$ cat config.mk
export PLATFORM = sky130hd
export DESIGN_NAME = password_door_lock_controller_top
export DESIGN_NICKNAME = d
export VERILOG_FILES = /design/src/hdl/dlc_pkg.sv /design/src/hdl/dlc_front.sv /design/src/hdl/dlc_back.sv /design/src/hdl/password_door_lock_controller_top.sv
export SDC_FILE = /design/constraint.sdc
export NUM_CORES = 1
export LEC_CHECK = 0
export BUFFER_PORTS_ARGS = -buffer_cell sky130_fd_sc_hd__buf_2
export CAP_MARGIN = 15
export CORE_MARGIN = 2
export CORE_UTILIZATION = 35
export DETAILED_ROUTE_END_ITERATION = 16
export HOLD_SLACK_MARGIN = 0.12
export SLEW_MARGIN = 5
export SYNTH_ARGS = -nofsm -noshare
export SYNTH_HDL_FRONTEND = slang
export SYNTH_HIERARCHICAL = 1
export SYNTH_SLANG_ARGS = --single-unit
$ cat constraint.sdc
create_clock -name clk_i -period 15.7 [get_ports clk_i]
set_input_delay 0.785 -clock clk_i [delete_from_list [all_inputs] [get_ports clk_i]]
set_output_delay 0.785 -clock clk_i [all_outputs]
set_load 0.02 [all_outputs]
$ cat src/hdl/dlc_pkg.sv
// Shared types, constants and codes of the door lock controller.
package dlc_pkg;

  // Password length default and command characters
  localparam int unsigned PASSWORD_LENGTH = 4;
  localparam logic [7:0]  CMD_OPEN        = 8'h2B;  // '+'
  localparam logic [7:0]  CMD_CHANGE      = 8'h2D;  // '-'

  // Reset values of the configuration registers
  localparam logic [7:0] TICKS_PER_SECOND_RST = 8'd30;
  localparam logic [7:0] UNLOCK_SECONDS_RST   = 8'd15;
  localparam logic [7:0] HOLD_SECONDS_RST     = 8'd18;
  localparam logic [7:0] RELOCK_SECONDS_RST   = 8'd33;
  localparam logic [7:0] ALARM_SECONDS_RST    = 8'd60;
  localparam logic [2:0] MAX_ATTEMPTS_RST     = 3'd3;

  // Queue between front and back
  localparam int unsigned QUEUE_DEPTH = 2;
  localparam int unsigned QUEUE_PTR_W = (QUEUE_DEPTH > 1) ? $clog2(QUEUE_DEPTH) : 1;
  localparam int unsigned QUEUE_CNT_W = $clog2(QUEUE_DEPTH + 1);

  localparam int unsigned CFG_INDEX_W = 3;

  typedef enum logic [CFG_INDEX_W-1:0] {
    REG_TICKS_PER_SECOND = 3'd0,
    REG_UNLOCK_SECONDS   = 3'd1,
    REG_HOLD_SECONDS     = 3'd2,
    REG_RELOCK_SECONDS   = 3'd3,
    REG_ALARM_SECONDS    = 3'd4,
    REG_MAX_ATTEMPTS     = 3'd5
  } cfg_reg_e;

  typedef enum logic [1:0] {
    MOTOR_OFF = 2'd0,
    MOTOR_CW  = 2'd1,
    MOTOR_CCW = 2'd2
  } motor_e;

  typedef enum logic [8:0] {
    PH_FIRST  = 9'b000000001,
    PH_SECOND = 9'b000000010,
    PH_IDLE   = 9'b000000100,
    PH_CHECK  = 9'b000001000,
    PH_UNLOCK = 9'b000010000,
    PH_HOLD   = 9'b000100000,
    PH_RELOCK = 9'b001000000,
    PH_ALARM  = 9'b010000000,
    PH_HALTED = 9'b100000000
  } phase_e;

  typedef struct packed {
    logic [7:0] ticks_per_second;
    logic [7:0] unlock_seconds;
    logic [7:0] hold_seconds;
    logic [7:0] relock_seconds;
    logic [7:0] alarm_seconds;
    logic [2:0] max_attempts;
  } cfg_t;

  // Classified item as handed from front to back
  typedef struct packed {
    logic       is_tick;
    logic       is_open;
    logic       is_change;
    logic [7:0] data;
  } item_t;

  // Result word, lowest bit first: reply_valid, reply_match, motor_drive,
  // buzzer_on, lock_halted, zero fill
  typedef struct packed {
    logic [1:0] pad;
    logic       lock_halted;
    logic       buzzer_on;
    logic [1:0] motor_drive;
    logic       reply_match;
    logic       reply_valid;
  } result_t;

endpackage

$ cat src/hdl/dlc_front.sv
// Front end: takes input items, decodes command bytes, queues them for the back end.
module dlc_front (
  input  logic           clk_i,
  input  logic           rst_ni,
  input  logic           in_valid_i,
  output logic           in_ready_o,
  input  logic           in_tick_i,
  input  logic [7:0]     in_data_i,
  output logic           item_valid_o,
  input  logic           item_ready_i,
  output dlc_pkg::item_t item_o
);
  import dlc_pkg::*;

  item_t                  mem_q [QUEUE_DEPTH];
  logic [QUEUE_PTR_W-1:0] wr_ptr_q, rd_ptr_q;
  logic [QUEUE_CNT_W-1:0] count_q;
  item_t                  item_new;
  logic                   push, pop;

  always_comb begin
    item_new.is_tick   = in_tick_i;
    item_new.is_open   = !in_tick_i && (in_data_i == CMD_OPEN);
    item_new.is_change = !in_tick_i && (in_data_i == CMD_CHANGE);
    item_new.data      = in_data_i;
  end

  assign in_ready_o   = (count_q != QUEUE_CNT_W'(QUEUE_DEPTH));
  assign item_valid_o = (count_q != '0);
  assign item_o       = mem_q[rd_ptr_q];
  assign push         = in_valid_i && in_ready_o;
  assign pop          = item_valid_o && item_ready_i;

  always_ff @(posedge clk_i) begin
    if (push) begin
      mem_q[wr_ptr_q] <= item_new;
    end
  end

  always_ff @(posedge clk_i or negedge rst_ni) begin
    if (!rst_ni) begin
      wr_ptr_q <= '0;
      rd_ptr_q <= '0;
      count_q  <= '0;
    end else begin
      if (push) begin
        wr_ptr_q <= (wr_ptr_q == QUEUE_PTR_W'(QUEUE_DEPTH - 1)) ? '0 : wr_ptr_q + 1'b1;
      end
      if (pop) begin
        rd_ptr_q <= (rd_ptr_q == QUEUE_PTR_W'(QUEUE_DEPTH - 1)) ? '0 : rd_ptr_q + 1'b1;
      end
      if (push && !pop) begin
        count_q <= count_q + 1'b1;
      end else if (pop && !push) begin
        count_q <= count_q - 1'b1;
      end
    end
  end

endmodule

$ cat src/hdl/dlc_back.sv
// Back end: lock state machine, password stores, timers and the result register.
module dlc_back #(
  parameter int unsigned PasswordLength = dlc_pkg::PASSWORD_LENGTH
) (
  input  logic             clk_i,
  input  logic             rst_ni,
  input  dlc_pkg::cfg_t    cfg_i,
  input  logic             item_valid_i,
  output logic             item_ready_o,
  input  dlc_pkg::item_t   item_i,
  output logic             res_valid_o,
  input  logic             res_ready_i,
  output dlc_pkg::result_t res_o
);
  import dlc_pkg::*;

  localparam int unsigned IdxW = (PasswordLength > 1) ? $clog2(PasswordLength) : 1;

  phase_e          phase_q, phase_d;
  logic [7:0]      saved_q [PasswordLength];
  logic [7:0]      first_q [PasswordLength];
  logic            mism_q, mism_d;
  logic [IdxW-1:0] idx_q, idx_d;
  logic [2:0]      att_q, att_d;
  logic [7:0]      tick_q, tick_d;
  logic [7:0]      sec_q, sec_d;
  logic            res_valid_q;
  result_t         res_q, res_d;

  logic            take, first_wr, save_copy, last, mis_new;
  logic [7:0]      tick_inc, ref_byte;
  logic [2:0]      att_inc;
  phase_e          ph_step;

  assign item_ready_o = !res_valid_q || res_ready_i;
  assign take         = item_valid_i && item_ready_o;

  always_comb begin
    ref_byte = (phase_q == PH_SECOND) ? first_q[idx_q] : saved_q[idx_q];
    mis_new  = ((idx_q == '0) ? 1'b0 : mism_q) ||
               ((phase_q != PH_FIRST) && (ref_byte != item_i.data));
    last     = (idx_q == IdxW'(PasswordLength - 1));
    tick_inc = tick_q + 8'd1;
    att_inc  = att_q + 3'd1;
  end

  always_comb begin
    ph_step   = phase_q;
    phase_d   = phase_q;
    mism_d    = mism_q;
    idx_d     = idx_q;
    att_d     = att_q;
    tick_d    = tick_q;
    sec_d     = sec_q;
    first_wr  = 1'b0;
    save_copy = 1'b0;
    res_d     = '0;
    if (take && phase_q != PH_HALTED) begin
      if (item_i.is_tick) begin
        if (tick_inc == cfg_i.ticks_per_second) begin
          tick_d = '0;
          if (sec_q != 8'd255) sec_d = sec_q + 8'd1;
        end else begin
          tick_d = tick_inc;
        end
      end else begin
        unique case (phase_q)
          PH_IDLE: begin
            if (item_i.is_change) begin
              ph_step = PH_FIRST;
              idx_d   = '0;
            end else if (item_i.is_open) begin
              ph_step = PH_CHECK;
              idx_d   = '0;
              mism_d  = 1'b0;
              att_d   = '0;
            end
          end
          PH_FIRST, PH_SECOND, PH_CHECK: begin
            first_wr = (phase_q == PH_FIRST);
            mism_d   = mis_new;
            idx_d    = last ? '0 : idx_q + 1'b1;
            if (last) begin
              if (phase_q == PH_FIRST) begin
                ph_step = PH_SECOND;
              end else begin
                res_d.reply_valid = 1'b1;
                res_d.reply_match = !mis_new;
                if (phase_q == PH_SECOND) begin
                  save_copy = !mis_new;
                  ph_step   = mis_new ? PH_FIRST : PH_IDLE;
                end else if (!mis_new) begin
                  ph_step = PH_UNLOCK;
                  sec_d   = '0;
                end else begin
                  att_d = att_inc;
                  if (att_inc >= cfg_i.max_attempts || att_inc == '0) begin
                    ph_step = PH_ALARM;
                    sec_d   = '0;
                  end
                end
              end
            end
          end
          default: ;
        endcase
      end
      // several expired phases may end in one step
      phase_d = ph_step;
      if (phase_d == PH_UNLOCK && sec_d > cfg_i.unlock_seconds) phase_d = PH_HOLD;
      if (phase_d == PH_HOLD   && sec_d > cfg_i.hold_seconds)   phase_d = PH_RELOCK;
      if (phase_d == PH_RELOCK && sec_d > cfg_i.relock_seconds) phase_d = PH_IDLE;
      if (phase_d == PH_ALARM  && sec_d > cfg_i.alarm_seconds)  phase_d = PH_HALTED;
    end
    res_d.motor_drive = (phase_d == PH_UNLOCK) ? MOTOR_CW  :
                        (phase_d == PH_RELOCK) ? MOTOR_CCW : MOTOR_OFF;
    res_d.buzzer_on   = (phase_d == PH_ALARM);
    res_d.lock_halted = (phase_d == PH_HALTED);
  end

  always_ff @(posedge clk_i) begin
    if (first_wr) first_q[idx_q] <= item_i.data;
    if (save_copy) begin
      for (int k = 0; k < PasswordLength; k++) saved_q[k] <= first_q[k];
    end
    if (take) res_q <= res_d;
  end

  always_ff @(posedge clk_i or negedge rst_ni) begin
    if (!rst_ni) begin
      phase_q     <= PH_FIRST;
      mism_q      <= 1'b0;
      idx_q       <= '0;
      att_q       <= '0;
      tick_q      <= '0;
      sec_q       <= '0;
      res_valid_q <= 1'b0;
    end else begin
      phase_q <= phase_d;
      mism_q  <= mism_d;
      idx_q   <= idx_d;
      att_q   <= att_d;
      tick_q  <= tick_d;
      sec_q   <= sec_d;
      if (take) begin
        res_valid_q <= 1'b1;
      end else if (res_ready_i) begin
        res_valid_q <= 1'b0;
      end
    end
  end

  assign res_valid_o = res_valid_q;
  assign res_o       = res_q;

endmodule

$ cat src/hdl/password_door_lock_controller_top.sv
// Top level of the password door lock controller: config registers, front, back.
//
// Input stream (s_axis): one item is a received byte (tuser = 0, tdata = the
// byte) or a timer tick (tuser = 1, tdata ignored). Every accepted item gives
// exactly one result item on m_axis: reply_valid/reply_match for a finished
// password entry, plus the motor drive, buzzer and halted flags as they stand
// after that item.
// Config port: cfg_index_i selects ticks_per_second, unlock_seconds,
// hold_seconds, relock_seconds, alarm_seconds, max_attempts (0..5); other
// indexes are dropped. cfg_ready_o is always high. Write only while idle.
// Throughput: one item per cycle while m_axis is ready. The front decodes each
// item into a two-entry queue; the back pops one item per cycle into the result
// register, so an item passes through the queue and then the result register.
// Receiver stall: the result register holds, the back stops popping, the
// queue fills and s_axis_tready_o drops once both entries are taken.
// Reset: phase goes to first password entry, counters clear, config registers
// take their defaults; the stored password is undefined until first setup.
module password_door_lock_controller_top #(
  parameter int unsigned PasswordLength = dlc_pkg::PASSWORD_LENGTH
) (
  input  logic       clk_i,
  input  logic       rst_ni,
  // input items
  input  logic       s_axis_tvalid_i,
  output logic       s_axis_tready_o,
  input  logic [7:0] s_axis_tdata_i,   // [7:0] data_byte
  input  logic       s_axis_tuser_i,   // [0] action (0 byte, 1 tick)
  // result items
  output logic       m_axis_tvalid_o,
  input  logic       m_axis_tready_i,
  output logic [7:0] m_axis_tdata_o,   // [0] reply_valid, [1] reply_match,
                                       // [3:2] motor_drive, [4] buzzer_on,
                                       // [5] lock_halted, [7:6] zero
  // configuration writes
  input  logic       cfg_valid_i,
  output logic       cfg_ready_o,
  input  logic [2:0] cfg_index_i,
  input  logic [7:0] cfg_data_i
);
  import dlc_pkg::*;

  cfg_t    cfg_q;
  item_t   item;
  logic    item_valid, item_ready;
  result_t res;

  assign cfg_ready_o = 1'b1;

  always_ff @(posedge clk_i or negedge rst_ni) begin
    if (!rst_ni) begin
      cfg_q.ticks_per_second <= TICKS_PER_SECOND_RST;
      cfg_q.unlock_seconds   <= UNLOCK_SECONDS_RST;
      cfg_q.hold_seconds     <= HOLD_SECONDS_RST;
      cfg_q.relock_seconds   <= RELOCK_SECONDS_RST;
      cfg_q.alarm_seconds    <= ALARM_SECONDS_RST;
      cfg_q.max_attempts     <= MAX_ATTEMPTS_RST;
    end else if (cfg_valid_i && cfg_ready_o) begin
      unique case (cfg_index_i)
        REG_TICKS_PER_SECOND: cfg_q.ticks_per_second <= cfg_data_i;
        REG_UNLOCK_SECONDS:   cfg_q.unlock_seconds   <= cfg_data_i;
        REG_HOLD_SECONDS:     cfg_q.hold_seconds     <= cfg_data_i;
        REG_RELOCK_SECONDS:   cfg_q.relock_seconds   <= cfg_data_i;
        REG_ALARM_SECONDS:    cfg_q.alarm_seconds    <= cfg_data_i;
        REG_MAX_ATTEMPTS:     cfg_q.max_attempts     <= cfg_data_i[2:0];
        default: ;
      endcase
    end
  end

  dlc_front u_front (
    .clk_i        (clk_i),
    .rst_ni       (rst_ni),
    .in_valid_i   (s_axis_tvalid_i),
    .in_ready_o   (s_axis_tready_o),
    .in_tick_i    (s_axis_tuser_i),
    .in_data_i    (s_axis_tdata_i),
    .item_valid_o (item_valid),
    .item_ready_i (item_ready),
    .item_o       (item)
  );

  dlc_back #(
    .PasswordLength (PasswordLength)
  ) u_back (
    .clk_i        (clk_i),
    .rst_ni       (rst_ni),
    .cfg_i        (cfg_q),
    .item_valid_i (item_valid),
    .item_ready_o (item_ready),
    .item_i       (item),
    .res_valid_o  (m_axis_tvalid_o),
    .res_ready_i  (m_axis_tready_i),
    .res_o        (res)
  );

  assign m_axis_tdata_o = res;

  // a match flag without a reply would be a decode slip
  a_match_needs_reply: assert property (@(posedge clk_i) disable iff (!rst_ni)
    m_axis_tvalid_o && !res.reply_valid |-> !res.reply_match)
    else $error("reply_match set without reply_valid");

  // motor, buzzer and halt belong to separate phases
  a_outputs_exclusive: assert property (@(posedge clk_i) disable iff (!rst_ni)
    m_axis_tvalid_o |-> $countones({res.motor_drive != MOTOR_OFF, res.buzzer_on,
                                    res.lock_halted}) <= 1)
    else $error("motor, buzzer and halted flags overlap");

  // once halted, every later result stays halted
  a_halt_sticky: assert property (@(posedge clk_i) disable iff (!rst_ni)
    m_axis_tvalid_o && res.lock_halted && m_axis_tready_i ##1 m_axis_tvalid_o
    |-> res.lock_halted)
    else $error("left the halted state");

endmodule
# == Word-level counts from Yosys, hierarchy flattened ==
# Memory sizes are Yosys's and may differ from the RTL's.
# Index checks and enable logic that the tools add are counted.
# totals
register_bits,85
latchBits,0
ram_bits,86
rom_bits,0
input_bits,25
out_inout_bits,11
word_cells,183
mem_count,3
# op_classes
n_addsub,8
mul,0
div,0
order_cmp,5
n_eq_ne,33
shifts,0
n_mux,69
n_bitwise,4
reduce_logical,40
# memory_table
memory,words,word_bits,rd,rd_ports_with_merged_regs,wr,line,text
u_back.first_q,4,8,5,0,1,dlc_back.sv:21,logic [7:0] first_q [PasswordLength];
u_back.saved_q,4,8,1,0,4,dlc_back.sv:20,logic [7:0] saved_q [PasswordLength];
u_front.mem_q,2,11,1,0,1,dlc_front.sv:15,item_t mem_q [QUEUE_DEPTH];
# ops
operator,n
9-bit 2-to-1 mux,17
8-bit 2-to-1 mux,12
8-bit > comparator,4
1-bit 2-to-1 mux,23
3-bit 2-to-1 mux,7
9-bit by 5-bit equality test with 1-bit output (second input constant),2
9-bit by 7-bit equality test with 1-bit output (second input constant),2
9-bit by 8-bit equality test with 1-bit output (second input constant),2
9-bit case mux with 2 select lines,1
8-bit by 1-bit adder with 8-bit output (second input constant),2
8-bit by 6-bit equality test with 1-bit output (second input constant),2
2-bit AND reduction,7
1-bit logical AND,12
2-bit 2-to-1 mux,6
2-bit inequality test (second input constant),5
9-bit by 1-bit equality test with 1-bit output (second input constant),1
9-bit by 2-bit equality test with 1-bit output (second input constant),1
9-bit by 3-bit equality test with 1-bit output (second input constant),1
9-bit by 4-bit equality test with 1-bit output (second input constant),1
9-bit by 6-bit equality test with 1-bit output (second input constant),1
9-bit equality test (second input constant),1
9-bit by 1-bit inequality test with 1-bit output (second input constant),1
9-bit inequality test (second input constant),1
9-bit AND reduction,1
28 further kinds,46

# == Logic depth before layout (Yosys ltp) ==
# logic_depth
ltp_word,30
ltp_mapped,23
ltp_nobuf,22

# == Modules after synthesis ==
# The synthesis kept the hierarchy.
# by_module_without_submodules
module,instances,cells_per_inst,area_per_inst_um2,seq_area_each_um2
dlc_back,1,573,6311.1,2904.0
password_door_lock_controller_top,1,97,1691.6,1098.6
dlc_front,1,56,1022.2,760.7

# == Worst setup path after synthesis ==
# No wires, ideal clock.
# synth_path
path_type,register -> register
startpoint,register u_back.phase_q[6]
endpoint,register u_back.res_q (netlist bit u_back/res_o[3]) (data pin)
setup_time_ps,168
arrival_ps,5107
t_required_ps,15532
slack_ps,10425
path_stages_with_launch,21
path_buffers,1
synth_period_minus_slack_ps,5275
path_cell_list,dfrtp_1 -> or4_1 -> buf_2 -> o31a_1 -> or3_1 -> a211oi_2 -> and4_1 -> o21a_1 -> o21ai_1 -> and2_1 -> ha_1 -> nor2b_1 -> o21a_1 -> o21a_1 -> o21bai_1 -> a2111oi_0 -> inv_1 -> a31oi_1 -> nand4b_1 -> or4_4 -> nor4b_4
# synth_between
elab_chain_len,30
word_cells_on_any_way,53
classes_between,order compare: 4; eq/ne: 13; mux: 28; reduce/logical: 8
# synth_lines
item,line,text
"start, declared",dlc_back.sv:19,"phase_e phase_q, phase_d;"
"start signal, assigned",dlc_back.sv:139,phase_q <= phase_d;
9-bit by 2-bit equality test with 1-bit output,"dlc_back.sv:39, dlc_back.sv:67, dlc_back.sv:89",
8-bit 2-to-1 mux,dlc_back.sv:39,ref_byte = (phase_q == PH_SECOND) ? first_q[idx_q] : saved_q[idx_q];
8-bit inequality test,dlc_back.sv:41,((phase_q != PH_FIRST) && (ref_byte != item_i.data));
1-bit logical AND,dlc_back.sv:41,
1-bit logical OR,dlc_back.sv:40,mis_new = ((idx_q == '0) ? 1'b0 : mism_q) ||
8-bit 2-to-1 mux (tied with other cells),dlc_back.sv:92,end else if (!mis_new) begin
8-bit 2-to-1 mux or 9-bit 2-to-1 mux (tied branches),dlc_back.sv:89,if (phase_q == PH_SECOND) begin
8-bit 2-to-1 mux or 9-bit 2-to-1 mux (tied branches),dlc_back.sv:84,if (phase_q == PH_FIRST) begin
(+14 left out),-,
9-bit 2-to-1 mux,dlc_back.sv:112,if (phase_d == PH_RELOCK && sec_d > cfg_i.relock_seconds) phase_d = PH_IDLE;
9-bit 2-to-1 mux,dlc_back.sv:58,if (take && phase_q != PH_HALTED) begin
9-bit by 8-bit equality test with 1-bit output,dlc_back.sv:113,if (phase_d == PH_ALARM && sec_d > cfg_i.alarm_seconds) phase_d = PH_HALTED;
1-bit logical AND,dlc_back.sv:113,
9-bit 2-to-1 mux,dlc_back.sv:113,
9-bit 2-to-1 mux *,dlc_back.sv:58,
9-bit by 7-bit equality test with 1-bit output,dlc_back.sv:116,(phase_d == PH_RELOCK) ? MOTOR_CCW : MOTOR_OFF;
2-bit 2-to-1 mux,dlc_back.sv:116,
"end signal, assigned",dlc_back.sv:126,if (take) res_q <= res_d;
"end, declared",dlc_back.sv:28,"result_t res_q, res_d;"
# Every way passes the cells marked *; elsewhere a longest branch is shown, timed or not. The select of a mux whose other input is x is not followed.
# A chain may end at the register's enable or synchronous reset.

# == Worst setup path after layout ==
# layout_path
startpoint,register u_back.idx_q[0]
endpoint,register u_back.res_q (netlist bit u_back/res_o[3]) (data pin)
# layout_between
elab_chain_len,30
word_cells_on_any_way,47
classes_between,order compare: 4; eq/ne: 8; mux: 26; reduce/logical: 7; memory: 2
# layout_lines
item,line,text
"start, declared",dlc_back.sv:23,"logic [IdxW-1:0] idx_q, idx_d;"
"start signal, assigned",dlc_back.sv:141,idx_q <= idx_d;
"memory read 4 x 8 bit, on equally long branches",-,
8-bit 2-to-1 mux,dlc_back.sv:39,
8-bit inequality test,dlc_back.sv:41,
1-bit logical AND,dlc_back.sv:41,
1-bit logical OR,dlc_back.sv:40,
8-bit 2-to-1 mux (tied with other cells),dlc_back.sv:92,
8-bit 2-to-1 mux or 9-bit 2-to-1 mux (tied branches),dlc_back.sv:89,
8-bit 2-to-1 mux or 9-bit 2-to-1 mux (tied branches),dlc_back.sv:84,
(+14 left out),-,
9-bit 2-to-1 mux,dlc_back.sv:112,
9-bit 2-to-1 mux,dlc_back.sv:58,
9-bit by 8-bit equality test with 1-bit output,dlc_back.sv:113,
1-bit logical AND,dlc_back.sv:113,
9-bit 2-to-1 mux *,dlc_back.sv:113,
9-bit 2-to-1 mux *,dlc_back.sv:58,
9-bit by 7-bit equality test with 1-bit output,dlc_back.sv:116,
2-bit 2-to-1 mux,dlc_back.sv:116,
# Marked as above.

==> qor.csv <==
metric,value,unit
H-tree Lvls,4,
Tmin final,6.45,ns
"Slowest-stage cell, CP",a2111oi_0,
fin. max-slew vios,0,
status,finished clean,
asr flop ratio synth,46.2,%
metal2 WL,8290,µm
R2R cell count,20,
Longest Clk Path Bufs,2,
GRT Overall Usage,14.4,%
Initial Util,35.7,%
Clock Pin Slew Worst Setup and Hold Paths,0.07,ns
Met1 Wirelength,9020,µm
routed via count,5796,
Routed Wire Length,18300,µm
critical path startpoint category,register,
die width,165,µm
FF-to-FF setup slack,9.25,ns
prevailing post-synth register cell,edfxtp_1,
row count,58,
Synth Register Bits,171,
uppermost layer routed,met4,
I/O Buffers,32,
"Hold-fix buffers, CTS",0,
worst endpoint required time,15.97,ns
Clock Sinks,171,
vias in the first global route,5611,
reg2reg end,u_back/res_o[3],
core box area,25300,µm²
Remaining DRCs,0,
Final Hold Viols,0,
number of synthesized flops with an enable pin,92,
Avg WL per Cell,16.7,µm
kind of critical path,register to register,
RR Startpoint,u_back/idx_q[0],
Crit path largest cell delay,0.75,ns
CP bufs+invs,2,
"delay-heaviest family, CP",compound AO/OA/AOI/OAI gates,
post-layout util,40.1,%
routed length on met3,729,µm
most frequent cells in the layout,"edfxtp_1 (92), mux2_2 (60), dfrtp_1 (60)",
"Remaining Overflow, GRT",0,
post-synthesis area per instance,12.4,µm²
Mapped Cells,726,
sequential fraction of the synthesis area,52.8,%
"Max FO, Critical Path",11,
crit path DAT,6.72,ns
setup violators final,0,
Yosys cell types,79,
Boundary Pins,36,
Worst-Margin Slew,1.02,ns
Hold Crit Start,u_back/first_q[0][4],
skew final,0.0146,ns
First DRT Iteration DRCs,416,
total power density per cell area,143,nW/µm²
Worst Hold Endpoint,u_back/saved_q[0][4],
Die ar.,27100,µm²
crit share post-route,41.1,%
clock latency on the worst-skew pair,0.43,ns
root buffer cell,clkbuf_16,
CP most frequent cell,o21a_1,
setup repair bufs after CTS,0,
"commonest non-fill, non-tap cell in the layout",edfxtp_1,
dpl hpwl,13100,µm
Vias/cell,5.27,
crit end category,register,
setup TNS,0,ns
Pleak,3.97,nW
worst vdd ir,0.0897,mV
mapped cell area,9020,µm²
HP Class,register to register,
synthesis-to-finish area growth,12.1,%
TritonRoute pass-1 iters,5,
Synth Warn #,6,
layout cells sized above 1,25.1,%
largest net degree at the start of global routing,80,
hold-critical path depth,0,
n_diodes,0,
RSZ-0062 raised after global routing,false,
Die Y,165,µm
initial antenna violation count,0,
first-pass GRT wire length,29900,µm
hold_ws,0.444,ns
Post-DRT Antenna Nets,0,
CTS resizes,0,
Final nets,826,
max frequency,155,MHz
critical-path cell list,"buf_4, mux4_2, and4_1, or3_1, a211oi_2, and4_1, o21a_1, o21ai_1, nand3_1, o21ai_0, ha_1, o21a_1, o21a_1, o21bai_1, a2111oi_0, inv_1, a31oi_1, nand4b_1, or4_4, nor4b_4",
max_slew headroom,32.2,%
CTS tree,yes,
TritonCTS Buffers,17,
routability cong.,0.834,
Maximum Capacitance Violations,0,
==> layout make-up <==
type,count,area (µm²)
fill,2425,15100
tap,330,413
multi-input combinational,482,3970
clock buffer,17,425
clock inverter,15,166
inverter,48,180
timing repair buffer,37,200
sequential,171,4760
==> cells in the mapped netlist, types with 3 or more instances <==
cell type  count  area, µm²
edfxtp_1      92       2760
dfrtp_1       60       1500
mux2_2        60        676
inv_1         46        173
ha_1          44        551
nand2_1       41        154
o21ai_0       38        190
nor2_1        27        101
nand3_1       22        110
a21oi_1       21        105
dfstp_2       19        499
mux4_2        16        360
and3_1        14       87.6
nand4_1       13       81.3
nand2b_1      12       75.1
clkbuf_1      11       41.3
a21o_1        10       75.1
o21a_1        10       75.1
xor2_1        10       87.6
and4_1         9       78.8
nor3_1         9       45.0
xnor2_1        9       78.8
buf_2          8       40.0
nand4b_1       7       61.3
o31a_1         7       61.3
or3_1          7       43.8
nor4_1         6       37.5
o31ai_1        6       45.0
and2_1         5       31.3
nor2b_1        5       31.3
buf_4          4       30.0
nor4_2         4       50.1
or2_2          4       25.0
nor3b_1        3       22.5
o211ai_1       3       22.5
o21ai_1        3       15.0
or4_1          3       22.5
==> state kept, by name (all words and copies together) (netlist names), 2 cells and up <==
| register | cells |
|---|---|
| u_back/res_o | 6 |
| u_back/idx_q | 2 |
| u_back/phase_q | 9 |
| cfg_q | 43 |
| u_back/sec_q | 8 |
| u_front/mem_q | 22 |
| u_back/saved_q | 32 |
| u_back/first_q | 32 |
| u_front/count_q | 2 |
| u_back/att_q | 3 |
| u_back/tick_q | 8 |
==> where the power goes <==
| group | internal, W | switching (W) |
|---|---|---|
| clock | 0.000214 | 0.000198 |
| sequential | 0.000560 | 0.0000634 |
| combinational | 0.000181 | 0.000234 |
==> cells by family after synthesis <==
| logic type | count (synthesis) | share of synthesized area, % |
|---|---|---|
| adders and majority gates | 44 | 6.10 |
| xor gates and xnor gates | 19 | 1.84 |
| buffers and inverters | 74 | 3.44 |
| muxes | 78 | 11.7 |
| other | 2 | 0.0832 |
| DFF | 171 | 52.8 |
| AOI/OAI and AO/OA | 131 | 10.1 |
| and+or+nand+nor | 207 | 13.9 |
==> routing by layer <==
metal  GRT usage, %  vias up
li1               -     2823
met1           21.1     2830
met2           21.5      126
met3           2.44       17
met4           4.74        0
met5              0        -
==> stage by stage <==
step / power (W) / cells / cell area, µm² / setup slack (ns)
6_report: 0.00145 / 1100 / 10100 / 9.25
5_1_grt: 0.00155 / 1100 / 10100 / 8.60
2_1_floorplan: 0.000937 / 727 / 9030 / 10.43
4_1_cts: 0.00147 / 1100 / 10100 / 9.20
3_3_place_gp: 0.00105 / 1068 / 9520 / 9.39
3_5_place_dp: 0.00105 / 1068 / 9520 / 9.24
==> worst max-delay path by stage <==
stage / start / end / slack [ns] / depth (start not counted)
4_1_cts: u_back/idx_q[0] / u_back/res_o[3] / 9.20 / 20
2_1_floorplan: u_back/phase_q[6] / u_back/res_o[3] / 10.43 / 20
3_5_place_dp: u_back/idx_q[0] / u_back/res_o[3] / 9.24 / 20
5_1_grt: u_back/idx_q[0] / u_back/res_o[3] / 8.60 / 20
3_3_place_gp: u_back/idx_q[0] / u_back/res_o[3] / 9.39 / 20
6_report: u_back/idx_q[0] / u_back/res_o[3] / 9.25 / 20
Power figures use the tool's default switching activity.
